===== src/text_line_number_escape_filter_unit_assert.svh =====
// Assertion macros shared by the filter's RTL files.
// Each use expects signals named clk and rst_n in the enclosing module.
`ifndef TEXT_LINE_NUMBER_ESCAPE_FILTER_UNIT_ASSERT_SVH
`define TEXT_LINE_NUMBER_ESCAPE_FILTER_UNIT_ASSERT_SVH

// same-cycle implication
`define TLNEF_ASSERT_IMP(lbl, ante, cons, msg) \
  lbl: assert property (@(posedge clk) disable iff (!rst_n) (ante) |-> (cons)) \
    else $error(msg);

// next-cycle implication
`define TLNEF_ASSERT_NXT(lbl, ante, cons, msg) \
  lbl: assert property (@(posedge clk) disable iff (!rst_n) (ante) |=> (cons)) \
    else $error(msg);

`endif


===== src/tlnef_pkg.sv =====
// Types, character codes and the escape function of the text filter.
// No dependencies; used by the front end, queue, back end, top level and testbench.
`default_nettype none

package tlnef_pkg;

  localparam int CFG_IW = 3;
  localparam int QDEPTH = 4;
  localparam int QPW    = $clog2(QDEPTH);

  typedef enum logic [CFG_IW-1:0] {
    CFG_NUMBER_ALL       = 3'd0,
    CFG_NUMBER_NONBLANK  = 3'd1,
    CFG_SQUEEZE_BLANK    = 3'd2,
    CFG_DOLLAR_EOL       = 3'd3,
    CFG_CARET_TAB        = 3'd4,
    CFG_SHOW_NONPRINTING = 3'd5
  } cfg_idx_t;

  localparam logic [7:0] CH_TAB    = 8'h09;
  localparam logic [7:0] CH_LF     = 8'h0A;
  localparam logic [7:0] CH_SPACE  = 8'h20;
  localparam logic [7:0] CH_DOLLAR = 8'h24;
  localparam logic [7:0] CH_DASH   = 8'h2D;
  localparam logic [7:0] CH_ZERO   = 8'h30;
  localparam logic [7:0] CH_QMARK  = 8'h3F;
  localparam logic [7:0] CH_M      = 8'h4D;
  localparam logic [7:0] CH_CARET  = 8'h5E;
  localparam logic [7:0] CH_DEL    = 8'h7F;
  localparam logic [7:0] CH_HI_SP  = 8'hA0;
  localparam logic [7:0] CH_HI_DEL = 8'hFF;
  localparam logic [7:0] CARET_OFS = 8'h40;
  localparam logic [7:0] HIGH_OFS  = 8'h80;

  typedef struct packed {
    logic number_all;
    logic number_nonblank;
    logic squeeze_blank;
    logic dollar_eol;
    logic caret_tab;
    logic show_nonprinting;
  } cfg_t;

  // character bytes of one job, chr[0] goes out first
  typedef struct packed {
    logic [3:0][7:0] chr;
    logic [2:0]      n_chr;
  } esc_t;

  typedef struct packed {
    logic has_num;
    esc_t body;
  } job_t;

  function automatic esc_t escape_char(input logic [7:0] c, input logic sn, input logic st);
    esc_t r;
    r.chr   = '0;
    r.n_chr = 3'd1;
    r.chr[0] = c;
    if (sn) begin
      if (c >= CH_SPACE) begin
        if (c < CH_DEL) begin
          r.chr[0] = c;
        end else if (c == CH_DEL) begin
          r.chr[0] = CH_CARET;
          r.chr[1] = CH_QMARK;
          r.n_chr  = 3'd2;
        end else begin
          r.chr[0] = CH_M;
          r.chr[1] = CH_DASH;
          if (c >= CH_HI_SP) begin
            if (c < CH_HI_DEL) begin
              r.chr[2] = c - HIGH_OFS;
              r.n_chr  = 3'd3;
            end else begin
              r.chr[2] = CH_CARET;
              r.chr[3] = CH_QMARK;
              r.n_chr  = 3'd4;
            end
          end else begin
            r.chr[2] = CH_CARET;
            r.chr[3] = c - CARET_OFS;
            r.n_chr  = 3'd4;
          end
        end
      end else if (c == CH_TAB && !st) begin
        r.chr[0] = c;
      end else begin
        r.chr[0] = CH_CARET;
        r.chr[1] = c + CARET_OFS;
        r.n_chr  = 3'd2;
      end
    end else if (st && c == CH_TAB) begin
      r.chr[0] = CH_CARET;
      r.chr[1] = c + CARET_OFS;
      r.n_chr  = 3'd2;
    end
    return r;
  endfunction

  function automatic esc_t newline_chars(input logic se);
    esc_t r;
    r.chr = '0;
    if (se) begin
      r.chr[0] = CH_DOLLAR;
      r.chr[1] = CH_LF;
      r.n_chr  = 3'd2;
    end else begin
      r.chr[0] = CH_LF;
      r.n_chr  = 3'd1;
    end
    return r;
  endfunction

endpackage

`default_nettype wire


===== src/tlnef_if.sv =====
// Valid/ready channel interfaces of the text filter: input bytes and output bytes.
// No dependencies.
`default_nettype none

interface tlnef_in_if;
  logic       valid;
  logic       ready;
  logic [7:0] data_byte;
  logic       new_file;
  modport source (output valid, output data_byte, output new_file, input ready);
  modport sink (input valid, input data_byte, input new_file, output ready);
endinterface

interface tlnef_out_if;
  logic       valid;
  logic       ready;
  logic [7:0] out_byte;
  logic       last;
  modport source (output valid, output out_byte, output last, input ready);
  modport sink (input valid, input out_byte, input last, output ready);
endinterface

`default_nettype wire


===== src/tlnef_front.sv =====
// Front end: accepts input words, tracks line state and the BCD line count,
// and pushes one job per producing word into the queue. Uses tlnef_pkg, tlnef_if.
`default_nettype none
`include "text_line_number_escape_filter_unit_assert.svh"

module tlnef_front import tlnef_pkg::*; #(
  parameter int NUMBER_DIGITS = 6
) (
  input  wire logic                         clk,
  input  wire logic                         rst_n,
  tlnef_in_if.sink                          in_if,
  input  wire cfg_t                         cfg,
  input  wire logic                         q_full,
  output logic                              push,
  output job_t                              job,
  output logic [4*NUMBER_DIGITS-1:0]        job_num
);

  localparam int NB = 4 * NUMBER_DIGITS;

  logic          als_r, als_nxt;
  logic          skip_r, skip_nxt;
  logic [NB-1:0] cnt_r, cnt_nxt;
  logic          accept;
  logic          als, skip, is_lf, emit_nl;

  function automatic logic [NB-1:0] bcd_inc(input logic [NB-1:0] v);
    logic [NB-1:0] r;
    logic          carry;
    logic          all9;
    r     = v;
    carry = 1'b1;
    all9  = 1'b1;
    for (int i = 0; i < NUMBER_DIGITS; i++) begin
      if (v[4*i +: 4] != 4'd9) all9 = 1'b0;
    end
    for (int i = 0; i < NUMBER_DIGITS; i++) begin
      if (carry) begin
        if (v[4*i +: 4] == 4'd9) begin
          r[4*i +: 4] = 4'd0;
        end else begin
          r[4*i +: 4] = v[4*i +: 4] + 4'd1;
          carry = 1'b0;
        end
      end
    end
    return all9 ? v : r;
  endfunction

  assign in_if.ready = !q_full;
  assign accept      = in_if.valid && !q_full;
  assign job_num     = cnt_r;

  always_comb begin
    // a new file restarts the line before this byte is looked at
    als      = in_if.new_file || als_r;
    skip     = !in_if.new_file && skip_r;
    is_lf    = in_if.data_byte == CH_LF;
    emit_nl  = !(cfg.squeeze_blank && skip);
    als_nxt  = als;
    skip_nxt = skip;
    job.has_num = 1'b0;
    job.body    = escape_char(in_if.data_byte, cfg.show_nonprinting, cfg.caret_tab);
    if (als) begin
      if (is_lf) begin
        job.has_num = emit_nl && cfg.number_all && !cfg.number_nonblank;
        job.body    = newline_chars(cfg.dollar_eol);
        if (!emit_nl) job.body.n_chr = 3'd0;
        if (cfg.squeeze_blank) skip_nxt = 1'b1;
      end else begin
        job.has_num = cfg.number_all || cfg.number_nonblank;
        skip_nxt    = 1'b0;
        als_nxt     = 1'b0;
      end
    end else if (is_lf) begin
      job.body = newline_chars(cfg.dollar_eol);
      als_nxt  = 1'b1;
    end
    cnt_nxt = job.has_num ? bcd_inc(cnt_r) : cnt_r;
    push    = accept && (job.has_num || job.body.n_chr != 3'd0);
  end

  always_ff @(posedge clk) begin
    if (!rst_n) begin
      als_r  <= 1'b1;
      skip_r <= 1'b0;
      cnt_r  <= NB'(1);
    end else if (accept) begin
      als_r  <= als_nxt;
      skip_r <= skip_nxt;
      cnt_r  <= cnt_nxt;
    end
  end

  `TLNEF_ASSERT_NXT(a_cnt_hold, accept && !job.has_num, $stable(cnt_r), "count moved without a number")
  `TLNEF_ASSERT_IMP(a_no_push_full, q_full, !push, "push into a full queue")

endmodule

`default_nettype wire


===== src/tlnef_queue.sv =====
// Short job queue between front and back end, register based, first in first out.
// Uses tlnef_pkg for its depth.
`default_nettype none
`include "text_line_number_escape_filter_unit_assert.svh"

module tlnef_queue import tlnef_pkg::*; #(
  parameter int W = 1
) (
  input  wire logic         clk,
  input  wire logic         rst_n,
  input  wire logic         push,
  input  wire logic [W-1:0] wdata,
  input  wire logic         pop,
  output logic [W-1:0]      rdata,
  output logic              q_valid,
  output logic              q_full
);

  localparam int CW = $clog2(QDEPTH + 1);

  logic [W-1:0]   slot_r [QDEPTH];
  logic [QPW-1:0] wptr_r, rptr_r;
  logic [CW-1:0]  cnt_r, cnt_nxt;

  assign rdata   = slot_r[rptr_r];
  assign q_valid = cnt_r != '0;
  assign q_full  = cnt_r == CW'(QDEPTH);

  always_comb begin
    cnt_nxt = cnt_r;
    if (push && !pop) cnt_nxt = cnt_r + CW'(1);
    else if (pop && !push) cnt_nxt = cnt_r - CW'(1);
  end

  always_ff @(posedge clk) begin
    if (push) slot_r[wptr_r] <= wdata;
  end

  always_ff @(posedge clk) begin
    if (!rst_n) begin
      wptr_r <= '0;
      rptr_r <= '0;
      cnt_r  <= '0;
    end else begin
      if (push) wptr_r <= wptr_r + QPW'(1);
      if (pop)  rptr_r <= rptr_r + QPW'(1);
      cnt_r <= cnt_nxt;
    end
  end

  `TLNEF_ASSERT_IMP(a_pop_empty, pop, q_valid, "pop from an empty queue")
  `TLNEF_ASSERT_IMP(a_cnt_range, 1'b1, cnt_r <= CW'(QDEPTH), "queue count out of range")

endmodule

`default_nettype wire


===== src/tlnef_back.sv =====
// Back end: walks the head job byte by byte (number digits, tab, characters)
// into a registered output word. Uses tlnef_pkg, tlnef_if.
`default_nettype none
`include "text_line_number_escape_filter_unit_assert.svh"

module tlnef_back import tlnef_pkg::*; #(
  parameter int NUMBER_DIGITS = 6
) (
  input  wire logic                      clk,
  input  wire logic                      rst_n,
  input  wire job_t                      job,
  input  wire logic [4*NUMBER_DIGITS-1:0] job_num,
  input  wire logic                      q_valid,
  output logic                           pop,
  tlnef_out_if.source                    out_if
);

  localparam int PW = $clog2(NUMBER_DIGITS + 5);
  localparam int DW = (NUMBER_DIGITS > 1) ? $clog2(NUMBER_DIGITS) : 1;

  logic          busy_r;
  logic [PW-1:0] pos_r;
  logic          vld_r;
  logic [7:0]    byte_r, byte_nxt;
  logic          last_r, last_nxt;
  logic [PW-1:0] cur, ci_full;
  logic [DW-1:0] di;
  logic [3:0]    digit;
  logic          blank;
  logic          step;

  assign step = q_valid && (!vld_r || out_if.ready);
  assign pop  = step && last_nxt;

  always_comb begin
    // positions: digits, then tab, then character bytes
    cur      = busy_r ? pos_r : (job.has_num ? '0 : PW'(NUMBER_DIGITS + 1));
    di       = DW'(NUMBER_DIGITS - 1) - cur[DW-1:0];
    digit    = job_num[4*di +: 4];
    blank    = (di != '0) && ((job_num >> {di, 2'b00}) == '0);
    ci_full  = cur - PW'(NUMBER_DIGITS + 1);
    last_nxt = cur == (PW'(NUMBER_DIGITS) + PW'(job.body.n_chr));
    if (cur < PW'(NUMBER_DIGITS)) begin
      byte_nxt = blank ? CH_SPACE : CH_ZERO + {4'd0, digit};
    end else if (cur == PW'(NUMBER_DIGITS)) begin
      byte_nxt = CH_TAB;
    end else begin
      byte_nxt = job.body.chr[ci_full[1:0]];
    end
  end

  always_ff @(posedge clk) begin
    if (!rst_n) begin
      busy_r <= 1'b0;
      pos_r  <= '0;
      vld_r  <= 1'b0;
    end else if (step) begin
      vld_r  <= 1'b1;
      busy_r <= !last_nxt;
      pos_r  <= cur + PW'(1);
    end else if (out_if.ready) begin
      vld_r <= 1'b0;
    end
  end

  always_ff @(posedge clk) begin
    if (step) begin
      byte_r <= byte_nxt;
      last_r <= last_nxt;
    end
  end

  assign out_if.valid    = vld_r;
  assign out_if.out_byte = byte_r;
  assign out_if.last     = last_r;

  `TLNEF_ASSERT_IMP(a_busy_head, busy_r, q_valid, "job in progress lost its queue entry")

endmodule

`default_nettype wire


===== src/text_line_number_escape_filter_unit.sv =====
// Top level of the line-numbering and escaping text filter: configuration
// registers, front end, job queue and back end. Uses tlnef_pkg, tlnef_if.
//
// Usage: in_if carries one text byte per word with new_file marking the
// first byte of a file; out_if carries formatted bytes, last set on the
// final byte produced for an input word. Words that produce nothing (a
// squeezed blank line) give no output word at all.
// Timing: an accepted word is written into the job queue; its first output
// byte is loaded from the queue head into the output register once that
// register is free. Throughput: while the receiver is ready, the back end
// emits one byte per cycle; a word expands to 1 to NUMBER_DIGITS+5 bytes,
// and plain bytes flow at one word per cycle. The front end takes a word
// each cycle while the four-entry job queue has room. A receiver stall holds
// the output register; the queue fills and then in ready drops. Reset clears
// the options, sets the count to one and the line state to start of line.
// Configuration is written through cfg_we, cfg_index and cfg_data (bit 0);
// the user must write it only while the block is idle; the block does not enforce it.
`default_nettype none

module text_line_number_escape_filter_unit import tlnef_pkg::*; #(
  parameter int NUMBER_DIGITS = 6
) (
  input  wire logic              clk,
  input  wire logic              rst_n,
  tlnef_in_if.sink               in_if,
  tlnef_out_if.source            out_if,
  input  wire logic              cfg_we,
  input  wire logic [CFG_IW-1:0] cfg_index,
  input  wire logic              cfg_data
);

  localparam int QW = $bits(job_t) + 4 * NUMBER_DIGITS;

  cfg_t                       cfg_r;
  logic                       push, pop, q_valid, q_full;
  job_t                       f_job, b_job;
  logic [4*NUMBER_DIGITS-1:0] f_num, b_num;
  logic [QW-1:0]              q_rdata;

  always_ff @(posedge clk) begin
    if (!rst_n) begin
      cfg_r <= '0;
    end else if (cfg_we) begin
      case (cfg_idx_t'(cfg_index))
        CFG_NUMBER_ALL:       cfg_r.number_all       <= cfg_data;
        CFG_NUMBER_NONBLANK:  cfg_r.number_nonblank  <= cfg_data;
        CFG_SQUEEZE_BLANK:    cfg_r.squeeze_blank    <= cfg_data;
        CFG_DOLLAR_EOL:       cfg_r.dollar_eol       <= cfg_data;
        CFG_CARET_TAB:        cfg_r.caret_tab        <= cfg_data;
        CFG_SHOW_NONPRINTING: cfg_r.show_nonprinting <= cfg_data;
        default: ;
      endcase
    end
  end

  tlnef_front #(.NUMBER_DIGITS(NUMBER_DIGITS)) u_front (
    .clk     (clk),
    .rst_n   (rst_n),
    .in_if   (in_if),
    .cfg     (cfg_r),
    .q_full  (q_full),
    .push    (push),
    .job     (f_job),
    .job_num (f_num)
  );

  tlnef_queue #(.W(QW)) u_queue (
    .clk     (clk),
    .rst_n   (rst_n),
    .push    (push),
    .wdata   ({f_job, f_num}),
    .pop     (pop),
    .rdata   (q_rdata),
    .q_valid (q_valid),
    .q_full  (q_full)
  );

  assign b_job = q_rdata[QW-1 -: $bits(job_t)];
  assign b_num = q_rdata[4*NUMBER_DIGITS-1:0];

  tlnef_back #(.NUMBER_DIGITS(NUMBER_DIGITS)) u_back (
    .clk     (clk),
    .rst_n   (rst_n),
    .job     (b_job),
    .job_num (b_num),
    .q_valid (q_valid),
    .pop     (pop),
    .out_if  (out_if)
  );

endmodule

`default_nettype wire


===== src/flat_wrapper.sv =====
// flat-port wrapper written by rule: the top's interface ports become plain ports
module text_line_number_escape_filter_unit_flat import tlnef_pkg::*;
#(
  parameter int NUMBER_DIGITS = 6
)
  (clk, rst_n, cfg_we, cfg_index, cfg_data, in_if_valid, in_if_data_byte, in_if_new_file, in_if_ready, out_if_valid, out_if_out_byte, out_if_last, out_if_ready);
  tlnef_in_if in_if_i ();
  tlnef_out_if out_if_i ();
  input  wire logic clk;
  input  wire logic rst_n;
  input  wire logic cfg_we;
  input  wire logic [CFG_IW-1:0] cfg_index;
  input  wire logic cfg_data;
  input wire logic [$bits(in_if_i.valid)-1:0] in_if_valid;
  input wire logic [$bits(in_if_i.data_byte)-1:0] in_if_data_byte;
  input wire logic [$bits(in_if_i.new_file)-1:0] in_if_new_file;
  output wire logic [$bits(in_if_i.ready)-1:0] in_if_ready;
  output wire logic [$bits(out_if_i.valid)-1:0] out_if_valid;
  output wire logic [$bits(out_if_i.out_byte)-1:0] out_if_out_byte;
  output wire logic [$bits(out_if_i.last)-1:0] out_if_last;
  input wire logic [$bits(out_if_i.ready)-1:0] out_if_ready;
  assign in_if_i.valid = in_if_valid;
  assign in_if_i.data_byte = in_if_data_byte;
  assign in_if_i.new_file = in_if_new_file;
  assign in_if_ready = in_if_i.ready;
  assign out_if_valid = out_if_i.valid;
  assign out_if_out_byte = out_if_i.out_byte;
  assign out_if_last = out_if_i.last;
  assign out_if_i.ready = out_if_ready;
  text_line_number_escape_filter_unit #(.NUMBER_DIGITS(NUMBER_DIGITS)) u_core (.clk(clk), .rst_n(rst_n), .in_if(in_if_i), .out_if(out_if_i), .cfg_we(cfg_we), .cfg_index(cfg_index), .cfg_data(cfg_data));
endmodule

===== config.mk =====
export PLATFORM = sky130hd
export DESIGN_NAME = text_line_number_escape_filter_unit_flat
export DESIGN_NICKNAME = d
export VERILOG_FILES = /design/src/tlnef_pkg.sv /design/src/tlnef_if.sv /design/src/tlnef_front.sv /design/src/tlnef_queue.sv /design/src/tlnef_back.sv /design/src/text_line_number_escape_filter_unit.sv /design/src/flat_wrapper.sv
export VERILOG_INCLUDE_DIRS = /design/src /design/src/src
export SDC_FILE = /design/constraint.sdc
export NUM_CORES = 1
export LEC_CHECK = 0
export BUFFER_PORTS_ARGS = -buffer_cell sky130_fd_sc_hd__buf_2
export CAP_MARGIN = 40
export CORE_UTILIZATION = 40
export DETAILED_ROUTE_END_ITERATION = 10
export GPL_TIMING_DRIVEN = 0
export SLEW_MARGIN = 20
export SYNTH_ARGS = -nofsm -noshare
export SYNTH_HDL_FRONTEND = slang
export SYNTH_HIERARCHICAL = 1
export SYNTH_SLANG_ARGS = --single-unit

===== constraint.sdc =====
create_clock -name clk -period 4 [get_ports clk]
set_clock_uncertainty 0.15 [all_clocks]
set_input_delay 0.4 -clock clk [delete_from_list [all_inputs] [get_ports clk]]
set_output_delay 0.4 -clock clk [all_outputs]
set_load 0.03 [all_outputs]

==> results by group <==
Pwr
  – Power per unit of standard cell area: 602 mW/mm^2
  – IR Drop Worst-Case VDD: 308 uV
  – Portion of total power attributed to the clock network: 0.307
  – Logic gate share of total power: 0.254
  – Internal Dissipation: 6.37 mW
  – Flop pwr share: 0.438
  – Static leakage: 4.76 nW
  – Switch share: 0.288
  – Switching Power: 2.58 mW

Clock tree
  – Count of H-tree levels built during CTS: 1
  – Number of buffers between clock root and the deepest sink: 3
  – CTS tree: done
  – Buffer cell driving the clock tree root: clkbuf_16
  – TritonCTS Buffers: 30
  – Latest clock arrival within the worst-skew pair: 550 ps
  – Clock-pin transition on the worst setup and hold timing paths: 60 ps
  – Sinks on the clock net: 296

Setup path
  – Data arrival at the endpoint of the critical path: 4050 ps
  – Critical path data required time: 4320 ps
  – Max FO, Critical Path: 10
  – Worst Setup Start Kind: flip-flop
  – Endpoint kind of the worst setup timing path: flip-flop
  – Crit path max-delay cell type: mux4_2
  – Most common cell on crit path: inv_1
  – Worst stage delay on the critical path: 560 ps
  – Cells along the critical path: buf_8 -> buf_12 -> mux4_2 -> nor2b_2 -> buf_6 -> nor2_4 -> xnor2_1 -> nor4_2 -> and2_2 -> inv_1 -> ha_1 -> inv_1 -> fa_1 -> xor2_1 -> or3_1 -> a21boi_0
  – Class of the most critical setup path: reg -> reg

Run status
  – Result of the run: completed

Synth
  – Area leader, netlist: edfxtp_1
  – Number of library cell types mapped by synthesis: 87
  – Share of synthesized area occupied by flip-flops and latches: 0.648
  – Cells taking the most area after synthesis: edfxtp_1 (58%), mux4_2 (12%), dfxtp_1 (7.2%)
  – Per-instance average area after synthesis: 16.3 sq um
  – Mapped cell area: 0.0130 sq mm
  – Ys Warns: 6
  – Most frequently used flop master after synthesis: edfxtp_1
  – Fraction of post-synthesis cell area in the top cell type by area: 0.575
  – Seq cells post-synth: 296
  – Count of flip-flops with a built-in enable after synthesis: 249
  – Share of synthesized registers carrying an async set or reset: 0
  – Total nets after synthesis: 829
  – Count of mapped cells out of synthesis: 799

Finish
  – Area added between synthesis and finish: 14.4%
  – # diodes: 0
  – Post-route standard cell area excluding fillers: 0.0149 sq mm
  – Share of final-layout standard cells stronger than drive strength 1: 0.251
  – Final-stage net count: 899

Global route
  – Number of global-route vias before repair: 7205
  – Wire length of the first global-routing pass: 43200 um
  – Total global routing track utilization: 0.171
  – Maximum number of pins on one net before global-route repair: 44
  – Antenna violations before repair: 0
  – Grt ovf: 0

STA
  – Min Tclk post-route: 3730 ps
  – Number of hold violations in the final report: 0
  – Slew HR: 0.421
  – Share of the clock period used by the worst path after layout: 0.932
  – Max-slew violation total from the final report: 0
  – Highest clock rate: 0.268 GHz
  – Unrepaired setup endpoints after global routing: false
  – Setup violators final: 0
  – Final setup TNS: 0 ps
  – Worst Max-Slew Pin Slew: 863 ps

Route
  – Detailed Route Iter0 Violations: 556
  – Routed Wire Length: 27800 um
  – Detailed-route vias per instance: 5.51
  – Residual DRC count: 0
  – Number of nets with antenna violations after routing: 0
  – Wirelength per Cell: 21.0 um
  – Vias after detailed routing: 7310
  – TritonRoute pass-1 iters: 5

Place
  – PortBufs: 26
  – HPWL after detailed placement: 18600 um
  – Placed standard-cell area: 0.0138 sq mm
  – Routability congestion estimate from global placement: 0.823

Floorplan
  – Horizontal die dimension: 182 um
  – Core area: 0.0318 sq mm
  – Y dimension of the die: 182 um
  – Row Count: 65
  – Number of top-level pins: 29
  – Initial cell density of the core: 0.409
  – Die ar.: 0.0332 sq mm

Run
  – Max-Cap Viols: 0

Min path
  – Min-delay worst type: in -> reg
[area by class of cell]
type	count	area (sq um)
Multi-Input combinational cell	439	4220
Inverter	29	109
Timing Repair Buffer	39	304
Clock buffer	46	902
Buffer	34	288
Tap cell	435	544
Clock inverter	9	86.3
Sequential cell	296	8420
Fill cell	2734	16900
[timing repair]
item	CTS	global route
gates cloned	0	0
pin swaps	1	1
hold buffers	0	0
endpoints found under the setup margin	2	3
gates resized for setup	1	6
setup buffers	1	7
[sequential cells by signal (all words and copies together) (netlist names), named ones only]
| name | flops |
|---|---|
| u_core/u_back/pos_r | 4 |
| u_core/u_queue/slot_r | 240 |
| u_core/u_queue/wptr_r | 2 |
| u_core/u_back/out_if.out_byte | 8 |
| u_core/u_back/busy_r | 1 |
| u_core/u_front/job_num | 24 |
| u_core/u_back/out_if.valid | 1 |
| u_core/u_front/skip_r | 1 |
| u_core/u_queue/cnt_r | 3 |
| u_core/u_queue/rptr_r | 2 |
| u_core/u_back/out_if.last | 1 |
| u_core/u_front/als_r | 1 |
| u_core/cfg_r | 6 |
[layout by cell type, fill, tap and decap left out, types with 19 or more instances in the layout]
master | Yosys | final
edfxtp_1 | 249 | 249
mux4_2 | 68 | 68
dfxtp_1 | 47 | 47
buf_2 | 15 | 40
a21oi_1 | 40 | 40
nand2_1 | 40 | 39
clkbuf_16 | 0 | 31
inv_1 | 28 | 28
o21ai_0 | 25 | 25
mux2i_1 | 19 | 19
[logic make-up after synthesis]
logic type               after synthesis  synth area share
other                                  1          0.000289
buffers and inverters                 64            0.0303
XOR/XNOR                              10           0.00674
AO/OA/AOI/OAI                        128            0.0659
adder cells (fa/ha/maj)               12            0.0121
AND/OR/NAND/NOR                      191            0.0943
flip-flops                           296             0.648
multiplexers                          97             0.143
[stage by stage]
step	hold WS, ps	total power [mW]	instances	utilization	setup WS, ps
after floorplan	285	5.55	799	-	421
after global placement	301	6.19	1260	0.430	-791
after detailed placement	304	6.24	1265	0.434	-304
after CTS	24.1	8.98	1320	0.465	16.8
after global routing	53.6	9.34	1327	0.468	23.6
final	51.4	8.95	1327	0.468	274
[synth_stat cells (all sizes together) (6+ instances only)]
cell type	instances
mux4	69
a21oi	40
ha	11
nand3b	7
nand3	13
and2	17
a21boi	6
buf	29
dfxtp	47
mux2	9
o21ai	27
xnor2	6
mux2i	19
o21a	12
nor4	8
nand2	40
or3	9
o31ai	8
inv	28
edfxtp	249
nor2	21
or4	9
nand2b	7
clkbuf	6
nor2b	16
nor3	8
[layer usage]
layer / global-route usage / vias up / share of wire
met4: 0.0454 / 0 / 0.016
met5: 0 / - / 0
met1: 0.248 / 3734 / 0.46
met2: 0.269 / 210 / 0.46
met3: 0.0267 / 30 / 0.060
li1: - / 3336 / -
[critical path, delay by kind of cell, from the launching register on]
kind,cells,cell delay (ps)
adder cells (fa/ha/maj),2,560
XOR/XNOR,2,340
AO/OA/AOI/OAI,1,160
buffers and inverters,5,570
AND/OR/NAND/NOR,5,940
multiplexers,1,560
flip-flops,1,340
[power by group through the flow]
stage	sequential (mW)	clock, mW	combinational [mW]
3_3_place_gp	4.00	0	2.19
6_report	3.92	2.75	2.28
3_5_place_dp	3.99	0	2.25
4_1_cts	3.93	2.80	2.26
5_1_grt	3.96	2.91	2.47
2_1_floorplan	4.07	0	1.48
[path summary, 6_finish.rpt]
check                                                   from                                   end  slack, ps  cells past startpoint
worst max-delay path                               flip-flop  u_core/u_queue/cnt_r[2]$_SDFFE_PN0P_        270                     16
worst min-delay path                            cfg_index[1]          u_core/cfg_r[5]$_SDFFE_PN0P_         50                      3
worst max register to register                     flip-flop  u_core/u_queue/cnt_r[2]$_SDFFE_PN0P_        270                     16
worst min register to register  u_core/cfg_r[0]$_SDFFE_PN0P_          u_core/cfg_r[0]$_SDFFE_PN0P_        310                      2
Power figures use the tool's default switching activity.
